**config.mk**
```make
export PLATFORM = sky130hd
export DESIGN_NAME = lnc_div
export DESIGN_NICKNAME = d
export VERILOG_FILES = /design/src/rtl/core/lnc_pkg.sv /design/src/rtl/core/lnc_div.sv
export SDC_FILE = /design/constraint.sdc
export NUM_CORES = 1
export LEC_CHECK = 0
export BUFFER_PORTS_ARGS = -buffer_cell sky130_fd_sc_hd__clkbuf_2
export CORE_MARGIN = 2
export CORE_UTILIZATION = 35
export CTS_BUF_LIST = sky130_fd_sc_hd__clkbuf_16
export DETAILED_ROUTE_END_ITERATION = 10
export PLACE_DENSITY_LB_ADDON = 0.08
export SKIP_LAST_GASP = 1
export SLEW_MARGIN = 20
export SYNTH_ARGS = -nofsm -noshare
export SYNTH_HDL_FRONTEND = slang
export SYNTH_SLANG_ARGS = --single-unit
```
**constraint.sdc**
```tcl
create_clock -name clk -period 3.9 [get_ports clk]
set_input_delay 0.78 -clock clk [delete_from_list [all_inputs] [get_ports clk]]
set_output_delay 0.78 -clock clk [all_outputs]
set_load 0.01 [all_outputs]
```
**src/rtl/core/lnc_pkg.sv**
```systemverilog
`timescale 1ns / 1ps
`default_nettype none
// ----------------------------------------------------------------------------
// lnc_pkg: shared types and constants
// Widths, tap count, register indexes and sequencer states for the canceller.
// ----------------------------------------------------------------------------
package lnc_pkg;

  localparam int Taps     = 32;
  localparam int TapW     = $clog2(Taps);
  localparam int TapCntW  = TapW + 1;
  localparam int DivSteps = 46;
  localparam int DivCntW  = $clog2(DivSteps + 1);

  localparam logic [2:0] RegStep    = 3'd0;
  localparam logic [2:0] RegLeak    = 3'd1;
  localparam logic [2:0] RegFloor   = 3'd2;
  localparam logic [2:0] RegEnable  = 3'd3;
  localparam logic [2:0] RegDistrac = 3'd4;

  typedef enum logic [6:0] {
    ST_IDLE  = 7'b0000001,
    ST_SHIFT = 7'b0000010,
    ST_DOT   = 7'b0000100,
    ST_ERR   = 7'b0001000,
    ST_DIV   = 7'b0010000,
    ST_UPD   = 7'b0100000,
    ST_OUT   = 7'b1000000
  } state_t;

endpackage : lnc_pkg
`default_nettype wire

```
**src/rtl/core/lnc_div.sv**
```systemverilog
`timescale 1ns / 1ps
`default_nettype none
// ----------------------------------------------------------------------------
// lnc_div: restoring divider
// Unsigned 56-bit by 42-bit division with a quotient that fits in 46 bits,
// one quotient bit per cycle.
// ----------------------------------------------------------------------------
module lnc_div (
  input  wire logic        clk,
  input  wire logic        rst_n,
  input  wire logic        start,
  input  wire logic [55:0] dividend,
  input  wire logic [41:0] divisor,
  output logic             busy,
  output logic      [45:0] quotient
);
  logic [45:0] quo_r, quo_nxt;
  logic [42:0] rem_r, rem_nxt;
  logic [41:0] dvs_r, dvs_nxt;
  logic [lnc_pkg::DivCntW-1:0] cnt_r, cnt_nxt;
  logic [43:0] trial;

  // The divisor is at least 1024, so the top ten dividend bits are below it
  // and can be preloaded as the starting remainder.
  always_comb begin
    quo_nxt = quo_r;
    rem_nxt = rem_r;
    dvs_nxt = dvs_r;
    cnt_nxt = cnt_r;
    trial   = {rem_r, quo_r[45]} - {2'b00, dvs_r};
    if (start) begin
      quo_nxt = dividend[45:0];
      rem_nxt = {33'd0, dividend[55:46]};
      dvs_nxt = divisor;
      cnt_nxt = lnc_pkg::DivCntW'(lnc_pkg::DivSteps);
    end else if (cnt_r != '0) begin
      cnt_nxt = cnt_r - 1'b1;
      if (!trial[43]) begin
        rem_nxt = trial[42:0];
        quo_nxt = {quo_r[44:0], 1'b1};
      end else begin
        rem_nxt = {rem_r[41:0], quo_r[45]};
        quo_nxt = {quo_r[44:0], 1'b0};
      end
    end
  end

  always_ff @(posedge clk) begin
    if (!rst_n) begin
      cnt_r <= '0;
    end else begin
      cnt_r <= cnt_nxt;
    end
    quo_r <= quo_nxt;
    rem_r <= rem_nxt;
    dvs_r <= dvs_nxt;
  end

  assign busy     = (cnt_r != '0);
  assign quotient = quo_r;
endmodule
`default_nettype wire

```
== Word level (Yosys, flattened, before mapping) ==
Index checks and enable logic that the tools add are counted.

* Logic and storage cells: 20
* Bits of input ports: 101
* Output and inout port bits: 47
* Register bits after elaboration: 137

* Mux-type cells: 8
* Reductions and logical operators: 3
* Add/sub/neg operators: 2
* Bitwise logic cells: 1

{| class="wikitable"
|+ Operator list
! cell !! count
|-
| 46-bit two-way mux || 2
|-
| 44-bit by 42-bit subtractor with 44-bit output || 1
|-
| 43-bit two-way mux || 1
|-
| 10-bit two-way mux || 2
|-
| 6-bit two-way mux || 2
|-
| 6-bit nonzero test || 1
|-
| 6-bit by 1-bit subtractor with 6-bit output, second input constant || 1
|-
| 2-bit nonzero test || 1
|-
| 2-bit OR reduction || 1
|-
| 1-bit two-way mux || 1
|-
| 1-bit NOT || 1
|}

== Longest topological paths before layout ==
* Depth after elaboration: 4
* Mapped depth: 15
* Gate-level depth less buffers: 13

== Worst setup path after synthesis ==
No wires, ideal clock.

* Path kind: register -> register
* Start point: register cnt_r[0] (netlist name)
* End point: register quo_r[0] (netlist: quotient[0]), enable pin
* Required time: 3.265 ns
* Cell stages (with the launch flop): 7
* Arrival time: 2.483 ns
* Period minus slack after synthesis: 3.119 ns
* Setup time: 0.635 ns
* Path buffers: 1
* Slack: 0.781 ns
* Path through: dfxtp_1 -> inv_1 -> ha_1 -> nand2_1 -> nor3_1 -> clkbuf_1 -> nand2_1

* Cells in the longest elaborated chain, start to end: 2

{| class="wikitable"
|+ Ends and longest elaborated chain
! item !! RTL line !! text
|-
| start, declared || lnc_div.sv:20 || <nowiki>logic [lnc_pkg::DivCntW-1:0] cnt_r, cnt_nxt;</nowiki>
|-
| start signal, assigned || lnc_div.sv:52 || <nowiki>cnt_r <= cnt_nxt;</nowiki>
|-
| 6-bit nonzero test || lnc_div.sv:36 || <nowiki>end else if (cnt_r != '0) begin</nowiki>
|-
| 2-bit nonzero test (no line) || - ||
|-
| end signal, assigned || lnc_div.sv:54 || <nowiki>quo_r <= quo_nxt;</nowiki>
|-
| end, declared || lnc_div.sv:17 || <nowiki>logic [45:0] quo_r, quo_nxt;</nowiki>
|}

No other way between the ends.
A chain may end at the register's enable or synchronous reset.

== Final worst setup path ==
* Start point: register quo_r[45] (netlist: quotient[45])
* End point: register rem_r[30]

* Cells in the longest elaborated chain, start to end: 2

{| class="wikitable"
|+ Ends and longest elaborated chain
! item !! RTL line !! text
|-
| 44-bit by 42-bit subtractor with 44-bit output || lnc_div.sv:30 || <nowiki>trial = {rem_r, quo_r[45]} - {2'b00, dvs_r};</nowiki>
|-
| 43-bit two-way mux || lnc_div.sv:38 || <nowiki>if (!trial[43]) begin</nowiki>
|-
| end signal, assigned || lnc_div.sv:55 || <nowiki>rem_r <= rem_nxt;</nowiki>
|-
| end, declared || lnc_div.sv:18 || <nowiki>logic [42:0] rem_r, rem_nxt;</nowiki>
|}

No other way between the ends.

==> impl_results.md <==
* Finished Core Util at between 40% and 50%
* Placeable core region at between 20000 and 25000 sq um
* Multi-input gate area at between 3000 and 4000 sq um
* Max Fclk at roughly 320 MHz
* Clock-pin transition on the worst setup and hold timing paths at 0.07 ns
* Crit share post-route at between 70 and 80%
* Aggregate global routing overflow at 0
* Syn Area/Cell at between 10 and 15 sq um
* Crit path time final at about 3.1 ns
* Cell area after synthesis at between 8000 and 9000 sq um
* Slew Limit Fails at 0
* Hold WC Path Type: reg2reg
* Post-CTS Resized at 0
* Worst-path cell chain: inv_1 -> ha_1 -> fa_1 -> nor2b_1 -> o31ai_1 -> a211oi_1 -> o21ai_0 -> nand2_1 -> a21oi_1 -> o221ai_1 -> a211oi_1 -> xor2_1 -> o21ai_0
* Hold Fails Final Rpt at 0
* Most frequent cell after synthesis: edfxtp_1
* Clk buf depth at 2
* Cell at the slowest stage of the critical path: o31ai_1
* Layout cells sized above 1 at roughly a quarter
* Via count at about 6300
* Initial antenna violation count at 0
* Main synth FF type: edfxtp_1
* Die H at 155.9 um
* Die X at 155.9 um
* Wire length per cell at approximately 16 um
* WP depth at 13
* Crit-path max FO at 4
* Worst Hold Launch: rem_r[24]
* Synth warn at 0
* RSZ-0062 raised after global routing: no
* Worst reg2reg path depth at 13
* # diodes at 0
* Synth Register Bits at between 100 and 150
* IO buf count at 147
* Die ar. at approximately 24000 sq um
* Leakage at between 4 and 5 nW
* Cell Pwr Density at 579.2 nW/um^2
* CTS Buf Count at 17
* CP peak stage delay at 0.43 ns
* Nets at approximately 1100
* Rows at 55
* Crit. End Element: flip-flop
* CTS Root Cell: clkbuf_16
* Max-cap viol count at 0
* Arr. time, crit path at between 3 and 4 ns
* Worst path top cell family by delay: compound AO/OA/AOI/OAI gates
* Sink Count at 137
* CP Launch Point: quotient[45]
* Via count of the first global-routing pass at about 6300
* Hold buffers post-CTS at 0
* Synth top cells by count: edfxtp_1 (98), nand2_1 (68), a21oi_1 (65)
* Hpwl dp at 13720 um
* Worst reg2reg path startpoint: quotient[45]
* Syn Nets at 944
* Headroom to the max-slew limit at about 55%
* GP Congestion at about 0.79
* Kind of critical path: reg2reg
* Pin count of the biggest net entering global routing at 127
* Vias/cell at just over 5
* P&R area growth vs syn at 19.45%
* CTS H-tree lvls at 4
* Area leader, netlist: edfxtp_1
* EDFF count, synth at 98
* Worst skew pair latency at about 0.43 ns
* DRT iter0 DRCs at 275
* Status: completed
* IO Pins at between 100 and 150
* CP Buf/Inv Count at 1
* Drt pass-1 iters at 4
* VDD IR max at 0.0002542 V
* Setup Total Neg Slack at 0 ns
* Post-route ant nets at 0
* Synth area leaders: edfxtp_1 (36%), dfxtp_1 (9.7%), ha_1 (6.7%)
* TritonCTS clock tree: built
* Post-route DRC at 0
* Routed WL at roughly 19000 um
* Synth async-reset ratio at 0%
* Worst-Margin Slew at 0.6762 ns
* Register area share after synthesis at between 40% and 50%
* Clock Skews at around 0.012 ns
* Hold depth at 2
* # fillers at 2212
* PnR Total Power at 5.585 mW
* Final setup violation count at 0
* Starting Density at a little over a third
* Yosys top cell area share at 36.45%
* Post-synth cell types at between 60 and 70
* Storage cell area at about 3700 sq um
* Cell count after synthesis at about 800
* Crit start category: flip-flop
* Critical Path RT at ~4.2 ns
* First-pass GRT wire length at about 32000 um
* Post-CTS setup buffer count at 0
* GRT Util Overall at 16.43%
## worst register-to-register path: cells and delay by family (launching register included)
kind | cells | cell delay (ns)
DFF | 1 | 0.42
adders and majority gates | 2 | 0.36
AOI/OAI and AO/OA | 7 | 1.76
and+or+nand+nor | 2 | 0.15
buffers and inverters | 1 | 0.08
xor gates and xnor gates | 1 | 0.21
## placed cells by master (no fill, tap or decap), drive strengths merged, types with 14 or more instances in the layout
cell type	n
a21o	14
xor2	17
inv	66
nand2	70
nand3	15
mux2i	17
edfxtp	98
a21oi	65
ha	43
o21ai	52
mux2	47
nor2	64
a211oi	36
clkbuf	163
dfxtp	39
xnor2	17
## final cells by class
cell class	instances	area share, %
well taps	285	3.698
inverters	56	2.180
clock buffers	17	4.412
flip-flops and latches	137	38.61
repair buffers	155	8.408
multi-input cells	569	41.18
clock inverters	15	1.505
## path summary, 6_finish.rpt
check                   end  slack [ns]
setup / recovery  rem_r[30]        0.79
hold reg to reg   rem_r[24]        0.48
hold / removal    rem_r[24]        0.48
setup reg to reg  rem_r[30]        0.79
## layer usage
layer,global-route usage [%],vias to the layer above,wire length (um)
met5,0,-,0
met1,21.88,2946,9332
met4,4.718,0,223
li1,-,3210,-
met2,25.87,128,8458
met3,5.028,19,1133
## state kept, by name, indices dropped and copies added (netlist names)
register	flops
quotient	46
rem_r	43
dvs_r	42
cnt_r	6
## kinds of logic (layout without fill, tap and decap cells)
| kind of cell | after synthesis | after routing | synth area share, % |
|---|---|---|---|
| buffers and inverters | 93 | 243 | 4.851 |
| AO/OA/AOI/OAI | 222 | 222 | 17.75 |
| multiplexers | 64 | 64 | 8.664 |
| flip-flops | 137 | 137 | 46.13 |
| AND/OR/NAND/NOR | 205 | 205 | 12.01 |
| XOR/XNOR | 34 | 34 | 3.689 |
| adder cells (fa/ha/maj) | 44 | 44 | 6.913 |
## power breakdown
part | switching [mW] | internal, mW | leakage [nW] | total, mW
clock | 0.731 | 0.849 | 0.278 | 1.58
sequential | 0.147 | 1.83 | 1.32 | 1.97
combinational | 1.19 | 0.842 | 2.44 | 2.03
total | 2.07 | 3.52 | 4.04 | 5.58
## per-stage QoR
step           hold WS (ns)  std cells  worst slack (ns)  instance area [sq um]
3_3_place_gp         0.4669       1202            0.8319                   9072
3_5_place_dp         0.4688       1202            0.7499                   9072
2_1_floorplan        0.4461        799            0.7813                   8073
6_report             0.4775       1234            0.7923                   9643
5_1_grt              0.4910       1234            0.3956                   9643
4_1_cts              0.4809       1234            0.7480                   9643
No activity file was read; power rests on OpenSTA's default activity.
