## config.mk

```make
export PLATFORM = sky130hd
export DESIGN_NAME = lnc_ram
export DESIGN_NICKNAME = d
export VERILOG_FILES = /design/src/rtl/core/lnc_ram.sv
export SDC_FILE = /design/constraint.sdc
export NUM_CORES = 1
export LEC_CHECK = 0
export BUFFER_PORTS_ARGS = -buffer_cell sky130_fd_sc_hd__buf_2
export CAP_MARGIN = 20
export CORE_MARGIN = 2
export CORE_UTILIZATION = 60
export CTS_BUF_LIST = sky130_fd_sc_hd__clkbuf_8 sky130_fd_sc_hd__clkbuf_16
export DETAILED_ROUTE_END_ITERATION = 7
export GPL_ROUTABILITY_DRIVEN = 0
export PLACE_DENSITY = 0.77
export SLEW_MARGIN = 0
export SYNTH_ARGS = -nofsm -noshare
export SYNTH_HDL_FRONTEND = slang
export SYNTH_SLANG_ARGS = --single-unit
export TNS_END_PERCENT = 10
```

## constraint.sdc

```tcl
create_clock -name clk -period 2.8 [get_ports clk]
set_clock_uncertainty 0.1 [all_clocks]
set_input_delay 0.14 -clock clk [delete_from_list [all_inputs] [get_ports clk]]
set_output_delay 0.14 -clock clk [all_outputs]
set_load 0.01 [all_outputs]
```

## src/rtl/core/lnc_ram.sv

```systemverilog
`timescale 1ns / 1ps
`default_nettype none
// ----------------------------------------------------------------------------
// lnc_ram: generic simple dual-port RAM
// One write and one read per cycle on separate addresses, registered read data.
// ----------------------------------------------------------------------------
module lnc_ram #(
  parameter int Width = 16,
  parameter int Depth = 32
) (
  input  wire logic                     clk,
  input  wire logic                     we,
  input  wire logic [$clog2(Depth)-1:0] waddr,
  input  wire logic [Width-1:0]         wdata,
  input  wire logic [$clog2(Depth)-1:0] raddr,
  output logic      [Width-1:0]         rdata
);
  logic [Width-1:0] mem_r [Depth];

  always_ff @(posedge clk) begin
    if (we) begin
      mem_r[waddr] <= wdata;
    end
    rdata <= mem_r[raddr];
  end
endmodule
`default_nettype wire

```

Word-level counts from Yosys, hierarchy flattened
Memories as Yosys holds them, arrays and structs flattened. A register that Yosys moved wholly into a read port is not among the register bits.
Index checks and enable logic that the tools add are counted.
{"block": "word_totals", "reg_bits": 0, "ram_bits": 512, "inputBits": 28, "out_inout_bits": 16, "wordCells": 3, "memories": 1}
{"name": "mem_r", "words": 32, "width": 16, "read_ports": 1, "rd_clocked_by_memory_dff": 1, "write_ports": 1, "line": "18", "rtl": "logic [Width-1:0] mem_r [Depth];"}
{"block": "classes", "n_mux": 2}
{"operator": "two-way mux 1 bit", "count": 2}

Depth between registers and ports, before layout
Gate-level depths: netlist (run 1).
{"block": "depth", "ltp_word": 2, "depth_mapped": 8, "depth_no_buf": 5}

Worst setup path before layout (run 1)
OpenSTA, ideal clock, no wires.
{"block": "synth_path", "path_type": "input -> register", "from": "input port waddr[1]", "to": "memory mem_r[12][0] (enable)", "t_arrival_ns": 1.492, "t_required_ns": 2.312, "setup_slack_ns": 0.820, "stages": 3, "cell_sequence": "or3b_2 -> clkbuf_1 -> nor2_1"}
{"item": "from (decl)", "line": "13", "rtl": "input wire logic [$clog2(Depth)-1:0] waddr,"}
{"item": "to (decl)", "line": "18"}
Straight into the memory's write port.

==> results of run 1 <==
-- area by class of cell --
type                       count  area [um^2]  share of cell area [%]
clock buffer                  52         1267                   5.529
clock inverter                34        272.8                   1.190
multi-input combinational    548         4332                   18.90
sequential                   528        15700                   68.47
tap                          448        560.5                   2.445
timing repair buffer         104        795.8                   3.471
-- routing by layer --
metal	vias to the layer above	GRT usage, %	wire length, um
li1	4720	-	-
met1	5456	35.40	18290
met2	503	42.15	22110
met3	84	3.188	3266
met4	0	8.293	1296
met5	-	0	0
-- worst max-delay path: stages --
cell and delay, ns:
dlygate4sd3_1 0.52, buf_2 0.33, or2_1 0.66, buf_4 0.26, nor3_1 0.07, a31oi_1 0.32, nand3_1 0.15
-- state kept, by name, summed over array words and instances (netlist names) --
name,count
mem_r,512
rdata,16
-- power by group --
| part | leakage (nW) | internal, mW | switching [mW] |
|---|---|---|---|
| Sequential | 4.75 | 8.79 | 0.0448 |
| Combinational | 2.57 | 0.291 | 0.559 |
| Clock | 0.785 | 3.70 | 2.70 |
-- Yosys cell counts (all sizes together) --
master	number	area [um^2]
nand3b	5	37.54
nor3	16	80.08
a21oi	32	160.2
nor2	34	135.1
or3b	3	26.28
nand2b	2	12.51
or3	1	6.260
a22oi	64	480.5
nand4	16	100.1
a22o	32	280.3
nor2b	2	12.51
and2	1	6.260
edfxtp	512	15370
clkbuf	12	45.04
or2	1	6.260
nand3	34	170.2
dfxtp	16	320.3
nand2	33	123.9
buf	55	495.5
a31oi	16	100.1
mux2i	256	2562
-- stage by stage --
step           hold slack (ns)  instance area, um^2
6_report               0.01865                22920
5_1_grt                0.01406                22920
4_1_cts               0.009092                22920
3_5_place_dp            0.3959                21330
3_3_place_gp            0.4180                21330
2_1_floorplan           0.1389                20540
-- cells by family (layout without fill, tap and decap cells) --
logic type / count (synthesis) / after routing / synth area share [%]
AOI/OAI and AO/OA: 144 / 144 / 4.972
and+or+nand+nor: 148 / 148 / 3.491
muxes: 256 / 256 / 12.48
DFF: 528 / 528 / 76.43
buffers and inverters: 67 / 190 / 2.632
-- how the worst max path moves through the flow --
stage          slack [ns]  startpoint  depth (start not counted)      endpoint
3_5_place_dp         0.57    raddr[2]                          7     rdata[10]
6_report             0.63    raddr[3]                          7      rdata[8]
5_1_grt              0.59    raddr[3]                          6      rdata[1]
4_1_cts              0.63    raddr[3]                          7      rdata[8]
3_3_place_gp         0.56    raddr[2]                          7     rdata[13]
2_1_floorplan        0.82    waddr[1]                          3  mem_r[12][0]
==> impl_metrics.json, run 1 <==
{
  "overflow": 0,
  "hold_end": "mem_r[15][13]",
  "start_util_pct": 61.09,
  "ys_seq_elements": 528,
  "status": "completed",
  "core_um2": 33620,
  "antenna_found_initial": 0,
  "layout_commonest_cell": "edfxtp_1",
  "drc": 0,
  "reg2reg_from": "mem_r[26][12]",
  "die_x_um": 189.0,
  "wl_per_cell_um": 26.23,
  "htreeDepth": 2,
  "fp-row-count": 67,
  "numCtsBuffers": 49,
  "syn2layout_area_growth_pct": 11.62,
  "yosysSeqAreaShare_pct": 76.43,
  "synth.avg_cell_area_um2": 17.97,
  "worstPathMaxFanout": 13,
  "yosysWarnings": 0,
  "vias": 10760,
  "leakagePower_nw": 8.104,
  "utilization_pct": 68.19,
  "syn_inst": 1143,
  "final_antenna_net_count": 0,
  "cts.sinks": 528,
  "cts_hold_buf": 5,
  "dp.cells": 1623,
  "crit_arrival_ns": 2.47,
  "setup_violations": 0,
  "hold_viol": 0,
  "diodes": 0,
  "tightestPinTransition_ns": 0.9518,
  "finalWorstSetupSlack_ns": 0.6296,
  "cts_tree": "yes",
  "ctsLongestPathBuffers": 3,
  "final_cell_mix": "edfxtp_1, mux2i_1, a22oi_1",
  "min_from": "wdata[13]",
  "rsz0062_at_grt": "no",
  "critPathRequiredTime_ns": 3.10,
  "finalCritPeriodShare_pct": 77.51,
  "grt_max_degree": 55,
  "dp_hpwl_um": 26180,
  "grt_pass1_vias": 10940,
  "wl_um": 44960,
  "vdd_drop_max_uv": 653.7,
  "io_buffers": 43,
  "clock_latency_ns": 0.55,
  "dp_slack_ns": 0.5750,
  "postCtsSetupBuffers": 0,
  "path_clk_slew_ns": 0.06,
  "pin_count": 44,
  "max_freq_ghz": 0.4607,
  "hp-class": "primary input to flop",
  "drt_iter0_markers": 1146,
  "fin_cells": 1714,
  "synth_cell_types": 26,
  "viasPerCell": 6.279,
  "die_area_um2": 35720,
  "power-per-cell-area_nw_per_um2": 701.5,
  "cp-end-kind": "flop",
  "dieHeight_um": 189.0,
  "drive_above_1_share_pct": 14.06,
  "drv_cap": 0,
  "syn_nets": 1171,
  "critical_path_class": "primary input to flop",
  "maxSlewViolCount": 0,
  "drt_pass1_iterations": 5,
  "r2r_slack_ns": 1.15,
  "min_path_cells": 1,
  "cts.repair.resized": 0,
  "grt_usage_pct": 25.37,
  "grt_pass1_wl_um": 67360,
  "timing.final.crit_period_ns": 2.170,
  "syn_area_um2": 20540,
  "fin_nets": 1259,
  "reg2reg_depth": 5,
  "fin_tns_setup_ns": 0,
  "finalPower_mw": 16.08,
  "relSlewSlack_pct": 36.55,
  "startpoint_type": "primary input",
  "r2r_end": "rdata[12]",
  "root_buffer": "clkbuf_16",
  "fill_cells": 2107
}
Power figures use the tool's default switching activity.
==> run 2: changes to the inputs <==
ABC_AREA = 1   (was default)
CORE_UTILIZATION = 56   (was 60)
PLACE_DENSITY = 0.75   (was 0.77)
clock period = 1.9 ns   (was 2.8 ns; I/O delays follow)
==> run 2 against run 1 <==
Against the previous run:
- global-route usage rose by 2.7 points
- first-iteration DRC count rose by 65%
- flip-flop and latch count is the same
- largest cell class unchanged
==> impl_metrics.json, run 2 <==
{
  "status": "completed",
  "numCtsBuffers": 51,
  "path_clk_slew_ns": 0.06,
  "cts.sinks": 528,
  "reg2reg_depth": 8,
  "top_regs": "mem_r (512), rdata (16)",
  "vias": 14200,
  "timing.hold.ws_ns": 0.1106,
  "die_area_um2": 39610,
  "timing.final.crit_period_ns": 1.450,
  "fin_tns_setup_ns": 0,
  "viasPerCell": 5.855,
  "antenna_found_initial": 2,
  "grt_pass1_wl_um": 81940,
  "r2r_end": "rdata[9]",
  "ctsLongestPathBuffers": 3,
  "critPathRequiredTime_ns": 2.27,
  "regArea_um2": 15700,
  "startpoint_type": "primary input",
  "yosysSeqAreaShare_pct": 73.68,
  "vdd_drop_max_uv": 885.9,
  "relSlewSlack_pct": 52.54,
  "core_um2": 37580,
  "wl_um": 53680,
  "largest_reg_flops": 512,
  "crit_path_max_incr_delay_ns": 0.54,
  "fill_cells": 2676,
  "max_freq_ghz": 0.6897,
  "crit_slowest_cell": "dlygate4sd3_1",
  "drt_pass1_iterations": 6,
  "synth_area_leader_cell": "edfxtp_1",
  "rsz0062_at_grt": "no",
  "cp_num_cells": 8,
  "grt_usage_pct": 28.09,
  "start_util_pct": 56.69,
  "path_cells": "dlygate4sd3_1 -> buf_2 -> inv_1 -> buf_4 -> nand2_1 -> nand2_1 -> nand2_1 -> nand2_1",
  "final_antenna_net_count": 0,
  "cp-end-kind": "flop",
  "crit_top_cell": "nand2_1",
  "maxSlewViolCount": 0,
  "cts.repair.resized": 0,
  "fp-row-count": 71,
  "synth_cell_types": 15,
  "hold_viol": 0,
  "path_delay_family": "buffers and inverters",
  "synth.avg_cell_area_um2": 11.87,
  "cts_tree": "yes",
  "root_buffer": "clkbuf_16",
  "drt_iter0_markers": 1895,
  "pin_count": 44,
  "drc": 0,
  "crit_end": "rdata[1]",
  "tightestPinTransition_ns": 0.7119,
  "finalCritPeriodShare_pct": 76.31,
  "r2r_slack_ns": 0.49,
  "crit_arrival_ns": 1.82,
  "grt_max_degree": 111,
  "synth_async_sr_flop_share_pct": 0,
  "synth_ff_type": "edfxtp_1",
  "htreeDepth": 2,
  "io_buffers": 43,
  "critical_path_class": "primary input to flop",
  "yosysWarnings": 0,
  "synth_edf_count": 512,
  "final_cell_mix": "nand2_1, edfxtp_1, nand3_1",
  "power-per-cell-area_nw_per_um2": 1012,
  "clock_latency_ns": 0.59,
  "overflow": 0,
  "fin_nets": 1899,
  "layout_commonest_cell": "nand2_1",
  "drv_cap": 0,
  "crit_buf_inv": 4,
  "syn_area_um2": 21300,
  "leakagePower_nw": 9.049,
  "ys_top_cells_by_area": "edfxtp_1, nand2_1, nand3_1",
  "finalPower_mw": 24.49,
  "top_register": "mem_r",
  "fin_cells": 2425,
  "hp-class": "primary input to flop",
  "critPathLaunch": "raddr[3]",
  "dp_hpwl_um": 30760,
  "setup_violations": 0,
  "syn_nets": 1822,
  "ys_seq_elements": 528,
  "grt_pass1_vias": 13830,
  "multi_input_area_um2": 4815,
  "die_x_um": 199.0,
  "finalWorstSetupSlack_ns": 0.4501,
  "synth_top_area_share_pct": 72.18,
  "worstPathMaxFanout": 19,
  "syn_inst": 1794,
  "wl_per_cell_um": 22.14,
  "drive_above_1_share_pct": 9.885,
  "dp_slack_ns": 0.2195,
  "dieHeight_um": 199.0,
  "synth_common_cells": "nand2_1, edfxtp_1, nand3_1",
  "reg2reg_from": "mem_r[29][9]",
  "dp.cells": 2311,
  "yosysMostFrequentCell": "nand2_1",
  "syn2layout_area_growth_pct": 13.59
}
==> run 2: cell count changes after synthesis, moves of 18 or more <==
| cell | delta |
|---|---|
| a21oi_1 | -32 |
| a22o_1 | -32 |
| a22oi_1 | -64 |
| buf_6 | +18 |
| mux2i_1 | -256 |
| nand2_1 | +687 |
| nand3_1 | +362 |
==> run 2: cells by family after synthesis <==
group / Yosys count / synth area share [%]
simple gates: 1148 / 22.56
buf+inv: 118 / 3.765
flops: 528 / 73.68
==> run 2: timing repair <==
item,4_1_cts,5_1_grt
hold buffers,18,0
hold endpoints to repair,498,0
setup buffers,0,0
==> run 2: where the power goes <==
part | total [mW] | leakage [nW] | switching (mW) | internal, mW
Sequential | 13.0 | 4.75 | 0.0720 | 12.9
Combinational | 1.58 | 3.44 | 1.13 | 0.454
Clock | 9.89 | 0.863 | 4.18 | 5.71
Total | 24.5 | 9.05 | 5.38 | 19.1
==> run 2: metrics by stage <==
| step | utilization [%] | instance area (um^2) |
|---|---|---|
| after floorplan | - | 21300 |
| after global placement | 59.53 | 22370 |
| after detailed placement | 59.53 | 22370 |
| after CTS | 64.38 | 24190 |
| after global routing | 64.38 | 24190 |
| final | 64.39 | 24200 |
==> run 2: layer usage <==
layer	part of all wire [%]	track usage (%)	up-vias
met5	0	0	-
met3	11	4.934	138
met2	48	43.99	814
li1	-	-	6408
met4	3.4	11.77	0
met1	38	39.24	6838
==> run 2: cell type report <==
cell class	instances	share of cell area (%)
diodes	2	0.02068
clock buffers	57	5.709
clock inverters	37	1.076
inverters	10	0.1965
multi-input cells	1148	19.90
flip-flops and latches	528	64.87
well taps	511	2.642
repair buffers	132	5.590
==> run 2: worst min path at each step <==
stage / cells after the start / to / start / slack [ns]
final: 4 / mem_r[31][6] / waddr[3] / 0.11
after CTS: 4 / mem_r[31][6] / waddr[3] / 0.08
after global placement: 1 / rdata[1] / rdata[1] / 0.39
after detailed placement: 1 / rdata[1] / rdata[1] / 0.39
after floorplan: 0 / mem_r[0][0] / wdata[0] / 0.09
after global routing: 4 / mem_r[22][14] / waddr[4] / 0.14
==> run 2: tightest hold or removal path: cells and delay by family <==
kind          cells  cell delay (ns)
buf+inv           2             0.30
simple gates      2             0.22
